### config.mk
export PLATFORM = sky130hd
export DESIGN_NAME = positional_sequence_store_core_flat
export DESIGN_NICKNAME = d
export VERILOG_FILES = /design/src/hdl/psq_pkg.sv /design/src/hdl/psq_ifs.sv /design/src/hdl/psq_ram.sv /design/src/hdl/positional_sequence_store_core.sv /design/src/flat_wrapper.sv
export VERILOG_INCLUDE_DIRS = /design/src /design/src/hdl
export SDC_FILE = /design/constraint.sdc
export NUM_CORES = 1
export LEC_CHECK = 0
export ABC_CLOCK_PERIOD_IN_PS = 6800
export BUFFER_PORTS_ARGS = -buffer_cell sky130_fd_sc_hd__clkbuf_2
export CAP_MARGIN = 20
export CORE_MARGIN = 10
export CORE_UTILIZATION = 30
export CTS_BUF_LIST = sky130_fd_sc_hd__clkbuf_16
export DETAILED_ROUTE_END_ITERATION = 8
export GPL_ROUTABILITY_DRIVEN = 0
export PLACE_DENSITY = 0.53
export SLEW_MARGIN = 20
export SYNTH_ARGS = -nofsm -noshare
export SYNTH_HDL_FRONTEND = slang
export SYNTH_SLANG_ARGS = --single-unit
### constraint.sdc
create_clock -name clk_i -period 6.8 [get_ports clk_i]
set_input_delay 0.34 -clock clk_i [delete_from_list [all_inputs] [get_ports clk_i]]
set_output_delay 0.34 -clock clk_i [all_outputs]
set_load 0.01 [all_outputs]
### src/hdl/assert_macros.svh
// ---------------------------------------------------------------------------
// Assertion macros
// Concurrent assertion helpers, clocked and disabled in reset.
// ---------------------------------------------------------------------------
`ifndef ASSERT_MACROS_SVH
`define ASSERT_MACROS_SVH

`ifndef SYNTHESIS

// prop must hold at every rising edge out of reset
`define ASSERT_AT(label, clk, rst_n, prop) \
  label: assert property (@(posedge clk) disable iff (!rst_n) (prop)) \
    else $error("assertion failed");

// prop must never hold at a rising edge out of reset
`define ASSERT_NEVER_AT(label, clk, rst_n, prop) \
  label: assert property (@(posedge clk) disable iff (!rst_n) !(prop)) \
    else $error("forbidden condition seen");

`else

`define ASSERT_AT(label, clk, rst_n, prop)
`define ASSERT_NEVER_AT(label, clk, rst_n, prop)

`endif

`endif

### src/hdl/psq_pkg.sv
`timescale 1ns / 1ps
// ---------------------------------------------------------------------------
// Sequence store package
// Field widths and action codes shared by the interfaces and the core.
// ---------------------------------------------------------------------------
package psq_pkg;

  localparam int ACT_W   = 3;
  localparam int VALUE_W = 32;
  localparam int POS_W   = 5;

  typedef enum logic [ACT_W-1:0] {
    ACT_APPEND  = 3'd0,
    ACT_DROP    = 3'd1,
    ACT_INSERT  = 3'd2,
    ACT_REMOVE  = 3'd3,
    ACT_READOUT = 3'd4
  } action_e;

endpackage

### src/hdl/psq_ifs.sv
`timescale 1ns / 1ps
// ---------------------------------------------------------------------------
// Sequence store channels
// Valid/ready channels for command items and result items.
// ---------------------------------------------------------------------------

// Command channel
interface psq_in_if;
  logic                               valid;
  logic                               ready;
  logic [psq_pkg::ACT_W-1:0]          action;
  logic signed [psq_pkg::VALUE_W-1:0] value;
  logic [psq_pkg::POS_W-1:0]          position;
  logic                               front_first;

  modport source (output valid, action, value, position, front_first, input ready);
  modport sink   (input valid, action, value, position, front_first, output ready);
endinterface

// Result channel
interface psq_out_if;
  logic                               valid;
  logic                               ready;
  logic                               status;
  logic                               has_data;
  logic signed [psq_pkg::VALUE_W-1:0] data;
  logic                               last;

  modport source (output valid, status, has_data, data, last, input ready);
  modport sink   (input valid, status, has_data, data, last, output ready);
endinterface

### src/hdl/psq_ram.sv
`timescale 1ns / 1ps
// ---------------------------------------------------------------------------
// Generic RAM
// One write port, one read port, read data registered.
// ---------------------------------------------------------------------------
module psq_ram #(
  parameter int WIDTH = 32,
  parameter int DEPTH = 32
) (
  input  logic                     clk_i,
  input  logic                     we_i,
  input  logic [$clog2(DEPTH)-1:0] waddr_i,
  input  logic [WIDTH-1:0]         wdata_i,
  input  logic [$clog2(DEPTH)-1:0] raddr_i,
  output logic [WIDTH-1:0]         rdata_o
);

  logic [WIDTH-1:0] mem_q [DEPTH];

  // write port
  always_ff @(posedge clk_i) begin
    if (we_i) begin
      mem_q[waddr_i] <= wdata_i;
    end
  end

  // registered read port
  always_ff @(posedge clk_i) begin
    rdata_o <= mem_q[raddr_i];
  end

endmodule

### src/hdl/positional_sequence_store_core.sv
// Append, drop and failed actions: result registered in the cycle after the item is taken.
// Insert at p: result registered, entries count-1..p move up in RAM, then value placed.
// Remove at p: result registered, then any entries above p move down in RAM.
// Readout: each element is fetched via the registered RAM read port, then loaded.
// Reset clears count and control; element RAM content is not cleared.
`timescale 1ns / 1ps
// ---------------------------------------------------------------------------
// Positional sequence store
// Ordered list of signed words held in one RAM; insert and remove move
// entries through the RAM one per cycle, readout streams the list out.
// ---------------------------------------------------------------------------
`include "assert_macros.svh"

module positional_sequence_store_core #(
  parameter int CAPACITY   = 32,
  parameter int DATA_WIDTH = 32
) (
  input  logic      clk_i,
  input  logic      rst_ni,
  psq_in_if.sink    in_i,
  psq_out_if.source out_o
);

  localparam int IDX_W = $clog2(CAPACITY);
  localparam int CNT_W = $clog2(CAPACITY + 1);
  localparam int CMP_W = (CNT_W > psq_pkg::POS_W) ? CNT_W : psq_pkg::POS_W;

  typedef enum logic [3:0] {
    S_IDLE  = 4'b0001,
    S_SHIFT = 4'b0010,
    S_PLACE = 4'b0100,
    S_READ  = 4'b1000
  } state_e;

  state_e                state_q, state_d;
  logic [CNT_W-1:0]      count_q, count_d;
  logic [CNT_W-1:0]      left_q, left_d;
  logic [IDX_W-1:0]      rd_q, rd_d;
  logic [IDX_W-1:0]      wr_q, wr_d;
  logic [IDX_W-1:0]      pos_q, pos_d;
  logic [DATA_WIDTH-1:0] val_q, val_d;
  logic                  ins_q, ins_d;
  logic                  up_q, up_d;
  logic                  rd_wait_q, rd_wait_d;

  logic                  mem_we;
  logic [IDX_W-1:0]      mem_waddr;
  logic [DATA_WIDTH-1:0] mem_wdata;
  logic [IDX_W-1:0]      mem_raddr;
  logic [DATA_WIDTH-1:0] mem_rdata;

  logic                               out_valid_q;
  logic                               out_status_q, out_has_data_q, out_last_q;
  logic [psq_pkg::VALUE_W-1:0]        out_data_q;
  logic                               out_load;
  logic                               ld_status, ld_has_data, ld_last;
  logic [psq_pkg::VALUE_W-1:0]        ld_data;

  logic                  out_free;
  logic                  in_fire;
  logic                  cnt_full, cnt_zero, pos_ok;
  logic [DATA_WIDTH-1:0] value_w;
  logic [CNT_W-1:0]      rm_moves;
  logic [IDX_W-1:0]      shift_nxt;
  logic [IDX_W-1:0]      read_start;

  // element storage
  psq_ram #(
    .WIDTH (DATA_WIDTH),
    .DEPTH (CAPACITY)
  ) u_elem_ram (
    .clk_i   (clk_i),
    .we_i    (mem_we),
    .waddr_i (mem_waddr),
    .wdata_i (mem_wdata),
    .raddr_i (mem_raddr),
    .rdata_o (mem_rdata)
  );

  // handshake
  assign out_free   = !out_valid_q || out_o.ready;
  assign in_i.ready = (state_q == S_IDLE) && out_free;
  assign in_fire    = in_i.valid && in_i.ready;

  // list status and operands
  assign cnt_full   = (count_q == CNT_W'(CAPACITY));
  assign cnt_zero   = (count_q == '0);
  assign pos_ok     = (CMP_W'(in_i.position) < CMP_W'(count_q));
  assign value_w    = DATA_WIDTH'($unsigned(in_i.value));
  assign rm_moves   = count_q - CNT_W'(in_i.position) - CNT_W'(1);
  assign shift_nxt  = ins_q ? (rd_q - IDX_W'(1)) : (rd_q + IDX_W'(1));
  assign read_start = in_i.front_first ? '0 : IDX_W'(count_q - CNT_W'(1));

  // control and RAM access
  always_comb begin
    state_d     = state_q;
    count_d     = count_q;
    left_d      = left_q;
    rd_d        = rd_q;
    wr_d        = wr_q;
    pos_d       = pos_q;
    val_d       = val_q;
    ins_d       = ins_q;
    up_d        = up_q;
    rd_wait_d   = rd_wait_q;
    mem_we      = 1'b0;
    mem_waddr   = wr_q;
    mem_wdata   = mem_rdata;
    mem_raddr   = rd_q;
    out_load    = 1'b0;
    ld_status   = 1'b1;
    ld_has_data = 1'b0;
    ld_data     = '0;
    ld_last     = 1'b1;

    unique case (state_q)
      S_IDLE: begin
        if (in_fire) begin
          out_load = 1'b1;
          unique case (in_i.action)
            psq_pkg::ACT_APPEND: begin
              if (!cnt_full) begin
                mem_we    = 1'b1;
                mem_waddr = IDX_W'(count_q);
                mem_wdata = value_w;
                count_d   = count_q + CNT_W'(1);
                ld_status = 1'b0;
              end
            end
            psq_pkg::ACT_DROP: begin
              if (!cnt_zero) begin
                count_d   = count_q - CNT_W'(1);
                ld_status = 1'b0;
              end
            end
            psq_pkg::ACT_INSERT: begin
              if (!cnt_zero && pos_ok && !cnt_full) begin
                // move entries count-1 .. position up by one, then place
                ld_status = 1'b0;
                count_d   = count_q + CNT_W'(1);
                val_d     = value_w;
                pos_d     = IDX_W'(in_i.position);
                ins_d     = 1'b1;
                rd_d      = IDX_W'(count_q - CNT_W'(1));
                mem_raddr = IDX_W'(count_q - CNT_W'(1));
                wr_d      = IDX_W'(count_q);
                left_d    = count_q - CNT_W'(in_i.position);
                state_d   = S_SHIFT;
              end
            end
            psq_pkg::ACT_REMOVE: begin
              if (!cnt_zero && pos_ok) begin
                ld_status = 1'b0;
                count_d   = count_q - CNT_W'(1);
                // move entries above position down by one
                if (rm_moves != '0) begin
                  ins_d     = 1'b0;
                  rd_d      = IDX_W'(in_i.position) + IDX_W'(1);
                  mem_raddr = IDX_W'(in_i.position) + IDX_W'(1);
                  wr_d      = IDX_W'(in_i.position);
                  left_d    = rm_moves;
                  state_d   = S_SHIFT;
                end
              end
            end
            psq_pkg::ACT_READOUT: begin
              if (!cnt_zero) begin
                out_load  = 1'b0;
                up_d      = in_i.front_first;
                rd_d      = read_start;
                mem_raddr = read_start;
                rd_wait_d = 1'b1;
                left_d    = count_q;
                state_d   = S_READ;
              end
            end
            default: begin
              // unused action code: fail, state kept
              ld_status = 1'b1;
            end
          endcase
        end
      end

      S_SHIFT: begin
        // write the entry read last cycle, fetch the next one
        mem_we    = 1'b1;
        mem_waddr = wr_q;
        mem_wdata = mem_rdata;
        if (left_q == CNT_W'(1)) begin
          state_d = ins_q ? S_PLACE : S_IDLE;
        end else begin
          mem_raddr = shift_nxt;
          rd_d      = shift_nxt;
          wr_d      = rd_q;
          left_d    = left_q - CNT_W'(1);
        end
      end

      S_PLACE: begin
        mem_we    = 1'b1;
        mem_waddr = pos_q;
        mem_wdata = val_q;
        state_d   = S_IDLE;
      end

      S_READ: begin
        if (rd_wait_q) begin
          // element arrives: load result register
          out_load    = 1'b1;
          ld_status   = 1'b0;
          ld_has_data = 1'b1;
          ld_data     = psq_pkg::VALUE_W'(mem_rdata);
          ld_last     = (left_q == CNT_W'(1));
          rd_wait_d   = 1'b0;
          left_d      = left_q - CNT_W'(1);
          rd_d        = up_q ? (rd_q + IDX_W'(1)) : (rd_q - IDX_W'(1));
          if (left_q == CNT_W'(1)) begin
            state_d = S_IDLE;
          end
        end else if (out_free) begin
          mem_raddr = rd_q;
          rd_wait_d = 1'b1;
        end
      end

      default: begin
        state_d = S_IDLE;
      end
    endcase
  end

  // control registers
  always_ff @(posedge clk_i or negedge rst_ni) begin
    if (!rst_ni) begin
      state_q     <= S_IDLE;
      count_q     <= '0;
      left_q      <= '0;
      rd_wait_q   <= 1'b0;
      out_valid_q <= 1'b0;
    end else begin
      state_q   <= state_d;
      count_q   <= count_d;
      left_q    <= left_d;
      rd_wait_q <= rd_wait_d;
      if (out_load) begin
        out_valid_q <= 1'b1;
      end else if (out_o.ready) begin
        out_valid_q <= 1'b0;
      end
    end
  end

  // datapath registers
  always_ff @(posedge clk_i) begin
    rd_q  <= rd_d;
    wr_q  <= wr_d;
    pos_q <= pos_d;
    val_q <= val_d;
    ins_q <= ins_d;
    up_q  <= up_d;
    if (out_load) begin
      out_status_q   <= ld_status;
      out_has_data_q <= ld_has_data;
      out_data_q     <= ld_data;
      out_last_q     <= ld_last;
    end
  end

  // result port
  assign out_o.valid    = out_valid_q;
  assign out_o.status   = out_status_q;
  assign out_o.has_data = out_has_data_q;
  assign out_o.data     = out_data_q;
  assign out_o.last     = out_last_q;

  // checks
  `ASSERT_AT(a_count_bound, clk_i, rst_ni, count_q <= CNT_W'(CAPACITY))
  `ASSERT_NEVER_AT(a_no_overwrite, clk_i, rst_ni, out_load && out_valid_q && !out_o.ready)
  `ASSERT_NEVER_AT(a_no_write_in_read, clk_i, rst_ni, (state_q == S_READ) && mem_we)
  `ASSERT_NEVER_AT(a_shift_nonzero, clk_i, rst_ni, (state_q == S_SHIFT) && (left_q == '0))

endmodule

### src/flat_wrapper.sv
// flat-port wrapper written by rule: the top's interface ports become plain ports
module positional_sequence_store_core_flat 
#(
  parameter int CAPACITY   = 32,
  parameter int DATA_WIDTH = 32
)
  (clk_i, rst_ni, in_i_valid, in_i_action, in_i_value, in_i_position, in_i_front_first, in_i_ready, out_o_valid, out_o_status, out_o_has_data, out_o_data, out_o_last, out_o_ready);
  psq_in_if in_i_i ();
  psq_out_if out_o_i ();
  input  logic clk_i;
  input  logic rst_ni;
  input wire logic [$bits(in_i_i.valid)-1:0] in_i_valid;
  input wire logic [$bits(in_i_i.action)-1:0] in_i_action;
  input wire logic [$bits(in_i_i.value)-1:0] in_i_value;
  input wire logic [$bits(in_i_i.position)-1:0] in_i_position;
  input wire logic [$bits(in_i_i.front_first)-1:0] in_i_front_first;
  output wire logic [$bits(in_i_i.ready)-1:0] in_i_ready;
  output wire logic [$bits(out_o_i.valid)-1:0] out_o_valid;
  output wire logic [$bits(out_o_i.status)-1:0] out_o_status;
  output wire logic [$bits(out_o_i.has_data)-1:0] out_o_has_data;
  output wire logic [$bits(out_o_i.data)-1:0] out_o_data;
  output wire logic [$bits(out_o_i.last)-1:0] out_o_last;
  input wire logic [$bits(out_o_i.ready)-1:0] out_o_ready;
  assign in_i_i.valid = in_i_valid;
  assign in_i_i.action = in_i_action;
  assign in_i_i.value = in_i_value;
  assign in_i_i.position = in_i_position;
  assign in_i_i.front_first = in_i_front_first;
  assign in_i_ready = in_i_i.ready;
  assign out_o_valid = out_o_i.valid;
  assign out_o_status = out_o_i.status;
  assign out_o_has_data = out_o_i.has_data;
  assign out_o_data = out_o_i.data;
  assign out_o_last = out_o_i.last;
  assign out_o_i.ready = out_o_ready;
  positional_sequence_store_core #(.CAPACITY(CAPACITY), .DATA_WIDTH(DATA_WIDTH)) u_core (.clk_i(clk_i), .rst_ni(rst_ni), .in_i(in_i_i), .out_o(out_o_i));
endmodule
==> metrics.csv <==
metric,value,unit
pre-CTS setup slack,1.309,ns
vias in the first global route,33670,
CP max stage cell,mux2i_4,
class of the worst hold path,in2async,
via count,34400,
HPWL Detailed,89870,um
async set or reset register ratio after synthesis,1.554,%
power per cell area,533.8,nW/um^2
status,"complete, no violations",
"most used cell, CP",inv_1,
core outline area,167200,um^2
fin crit share,82.73,%
DIE HEIGHT,430.2,um
"setup slack, reg-to-reg",1.17,ns
Root Buffer,clkbuf_16,
worst path cell trace,inv_1 > ha_1 > inv_1 > fa_1 > xnor2_2 > and3_1 > xor3_2 > a31oi_4 > mux2i_4 > buf_12 > buf_4 > o21ai_1 > o2111a_1 > o211ai_1 > o2111ai_1 > nor4_2,
Gate power share,48.8,%
CP peak stage delay,0.88,ns
die area,185100,um^2
worst endpoint required time,7.44,ns
CTS tree,yes,
first-pass GRT wire length,242400,um
total gr overflow,0,
clk_lat worst skew,0.75,ns
All-Layer GR Usage,17.30,%
clock network power share,19.8,%
I/O Buffers,81,
Final Max Slew Viols,0,
count of cell types in the netlist,89,
number of flops mapped to enable cells by yosys,1108,
initial antenna violation count,2,
"Power, Total",30.82,mW
leakage,19.41,nW
final hold vios,0,
startpoint types,flip-flop,
Seq cells post-synth,1158,
min cycle time layout,5.625,ns
maximum VDD drop,598.5,uV
synthesized net count,3840,
"Seq/Total Area, Yosys",68.08,%
crit end category,flip-flop,
area share of the largest cell type after synthesis,65.91,%
setup_tns,0,ns
Placed Area,53750,um^2
Nets,3839,
vias per cell,5.655,
Syn-to-layout area delta,14.37,%
Die X,430.2,um
Sw Ratio,45.06,%
"Cell Area, Synth",50480,um^2
final count of negative-setup-slack endpoints,0,
Synth Warn #,0,
Mapped Avg Cell Area,13.35,um^2
largest net degree at the start of global routing,173,
Worst Skew,0.03311,ns
Synth area leaders,"edfxtp_1 66%, nand3_1 4.0%, o211a_1 3.9%",
Cells after Synth,3780,
crit path max fanout,94,
Max-Cap Viols,0,
post-synth top area cell,edfxtp_1,
Bufs on Longest Clock Path,3,
Final ANT Viol Nets,0,
PnR worst setup slack,1.175,ns
total CTS buffers,113,
I/O pin cnt,82,
initial core utilization,30.19,%
Seq pwr share,31.5,%
Cell Rows,150,
Worst-path clk slew,0.06,ns
Main synth FF type,edfxtp_1,
Filler cells,16050,
NetSw,13.89,mW
Power Internal,16.93,mW
share of layout cells above drive strength 1,12.71,%
clock sink count,1158,
Detailed Route Iter0 Violations,3858,
Max Freq,0.1778,GHz
DR DRC count,0,
crit path DAT,6.26,ns
final WL,167400,um
drt pass-1 iters,5,
WL per Instance,27.51,um
RSZ-0062 raised after global routing,no,
WS Path Type,reg2reg,
Worst-Margin Slew,1.142,ns
fin area,57730,um^2
H-tree Lvls,3,
Max-slew headroom,23.84,%
through the flow:
step	std cells	hold WS, ns	utilization (%)
final	6084	0.1133	34.52
after global routing	6083	0.1420	34.52
after CTS	6080	0.07642	34.49
after detailed placement	5826	0.3428	32.14
after global placement	5822	0.3363	32.09
after floorplan	3780	0.04441	-
per-layer routing:
| layer | vias to the layer above | wire [um] | track usage [%] |
|---|---|---|---|
| met5 | - | 0 | 0 |
| met4 | 0 | 6098 | 6.606 |
| met3 | 241 | 9835 | 2.094 |
| met2 | 1246 | 81310 | 28.97 |
| met1 | 17820 | 70150 | 22.83 |
| li1 | 15100 | - | - |
worst max-delay path, delay by kind of cell, from the launching register on:
family,cells,cell delay [ns]
AO/OA/AOI/OAI,5,1.14
XOR/XNOR,2,0.60
adder cells (fa/ha/maj),2,0.62
buffers and inverters,4,1.20
flip-flops,1,0.51
multiplexers,1,0.88
AND/OR/NAND/NOR,2,0.44
Yosys cell counts, drive strengths merged (13+ instances only):
| library cell | instances |
|---|---|
| a211oi | 202 |
| a21oi | 96 |
| a22oi | 35 |
| a31oi | 110 |
| and3 | 39 |
| buf | 159 |
| clkbuf | 205 |
| dfrtp | 17 |
| dfxtp | 32 |
| edfxtp | 1108 |
| ha | 14 |
| inv | 22 |
| nand2 | 341 |
| nand3 | 401 |
| nor2 | 78 |
| nor3 | 13 |
| nor4 | 35 |
| o2111a | 93 |
| o2111ai | 63 |
| o211a | 197 |
| o211ai | 65 |
| o21ai | 286 |
| o22ai | 42 |
| xnor2 | 18 |
final timing paths:
kind,startpoint,endpoint,cells past startpoint
max,u_core.count_q[0]$_DFFE_PN0P_,u_core.u_elem_ram.rdata_o[15]$_DFF_P_,16
min,rst_ni,u_core.count_q[0]$_DFFE_PN0P_,2
max reg2reg,u_core.count_q[0]$_DFFE_PN0P_,u_core.u_elem_ram.rdata_o[15]$_DFF_P_,16
min reg2reg,u_core.left_q[5]$_DFFE_PN0P_,u_core.left_q[5]$_DFFE_PN0P_,2
max in group asynchronous,rst_ni,u_core.state_q[0]$_DFFE_PN1P_,2
min in group clk_i,in_i_action[2],u_core.count_q[1]$_DFFE_PN0P_,4
logic make-up after synthesis:
group | after synthesis | share of synthesized area, %
AOI/OAI and AO/OA | 1229 | 18.08
xor gates and xnor gates | 23 | 0.4462
adders and majority gates | 15 | 0.3867
buffers and inverters | 386 | 3.356
DFF | 1158 | 68.08
muxes | 7 | 0.1611
and+or+nand+nor | 962 | 9.488
final cells by class:
class	instances	area (um^2)	area share, %
Sequential cell	1158	34360	59.52
Multi-Input combinational cell	2236	14850	25.73
Clock buffer	115	2878	4.985
Tap cell	2204	2758	4.777
Timing Repair Buffer	248	2147	3.719
Clock inverter	99	644.4	1.116
Inverter	22	82.58	0.1430
Antenna cell	2	5.005	0.008669
what timing repair did:
action,4_1_cts,5_1_grt
hold buffers,40,0
setup buffers,0,0
gates resized for setup,0,0
endpoints found under the hold margin,57,0
sequential cells by signal, indices dropped and copies added (netlist names), 6 cells and up:
register,count
u_core.u_elem_ram.mem_q,1024
u_core.out_o.data,32
u_core.u_elem_ram.rdata_o,32
u_core.val_q,32
u_core.count_q,6
u_core.left_q,6
power groups by stage:
stage | combinational [mW] | clock [mW] | sequential [mW]
5_1_grt | 16.1 | 6.47 | 9.72
2_1_floorplan | 9.55 | 0 | 9.62
6_report | 15.0 | 6.09 | 9.69
3_5_place_dp | 14.9 | 0 | 9.85
4_1_cts | 14.9 | 6.19 | 9.71
3_3_place_gp | 14.7 | 0 | 9.87
placed cells by master (no fill, tap or decap), types with 6 or more instances in the layout:
| master | count |
|---|---|
| nand3_1 | 399 |
| nor2_1 | 41 |
| clkinv_2 | 21 |
| dfrtp_1 | 17 |
| clkbuf_2 | 81 |
| nand2_2 | 19 |
| and3_1 | 38 |
| a21oi_1 | 93 |
| o2111a_1 | 93 |
| o211ai_1 | 64 |
| nor4_2 | 32 |
| a211oi_1 | 197 |
| a31oi_1 | 109 |
| dlygate4sd3_1 | 40 |
| o22ai_1 | 41 |
| nor2_4 | 34 |
| o211a_1 | 196 |
| ha_1 | 14 |
| buf_4 | 95 |
| bufinv_16 | 7 |
| edfxtp_1 | 1108 |
| clkinv_1 | 27 |
| o2111ai_1 | 63 |
| buf_12 | 27 |
| o21ai_0 | 244 |
| a22oi_1 | 35 |
| a221oi_1 | 6 |
| clkbuf_16 | 115 |
| dfxtp_1 | 32 |
| nor3_1 | 13 |
| xnor2_1 | 17 |
| inv_1 | 57 |
| nand2_1 | 321 |
| o21ai_1 | 39 |
| nand2b_1 | 10 |
| and2_1 | 7 |
(Power assumes the default switching activity.)
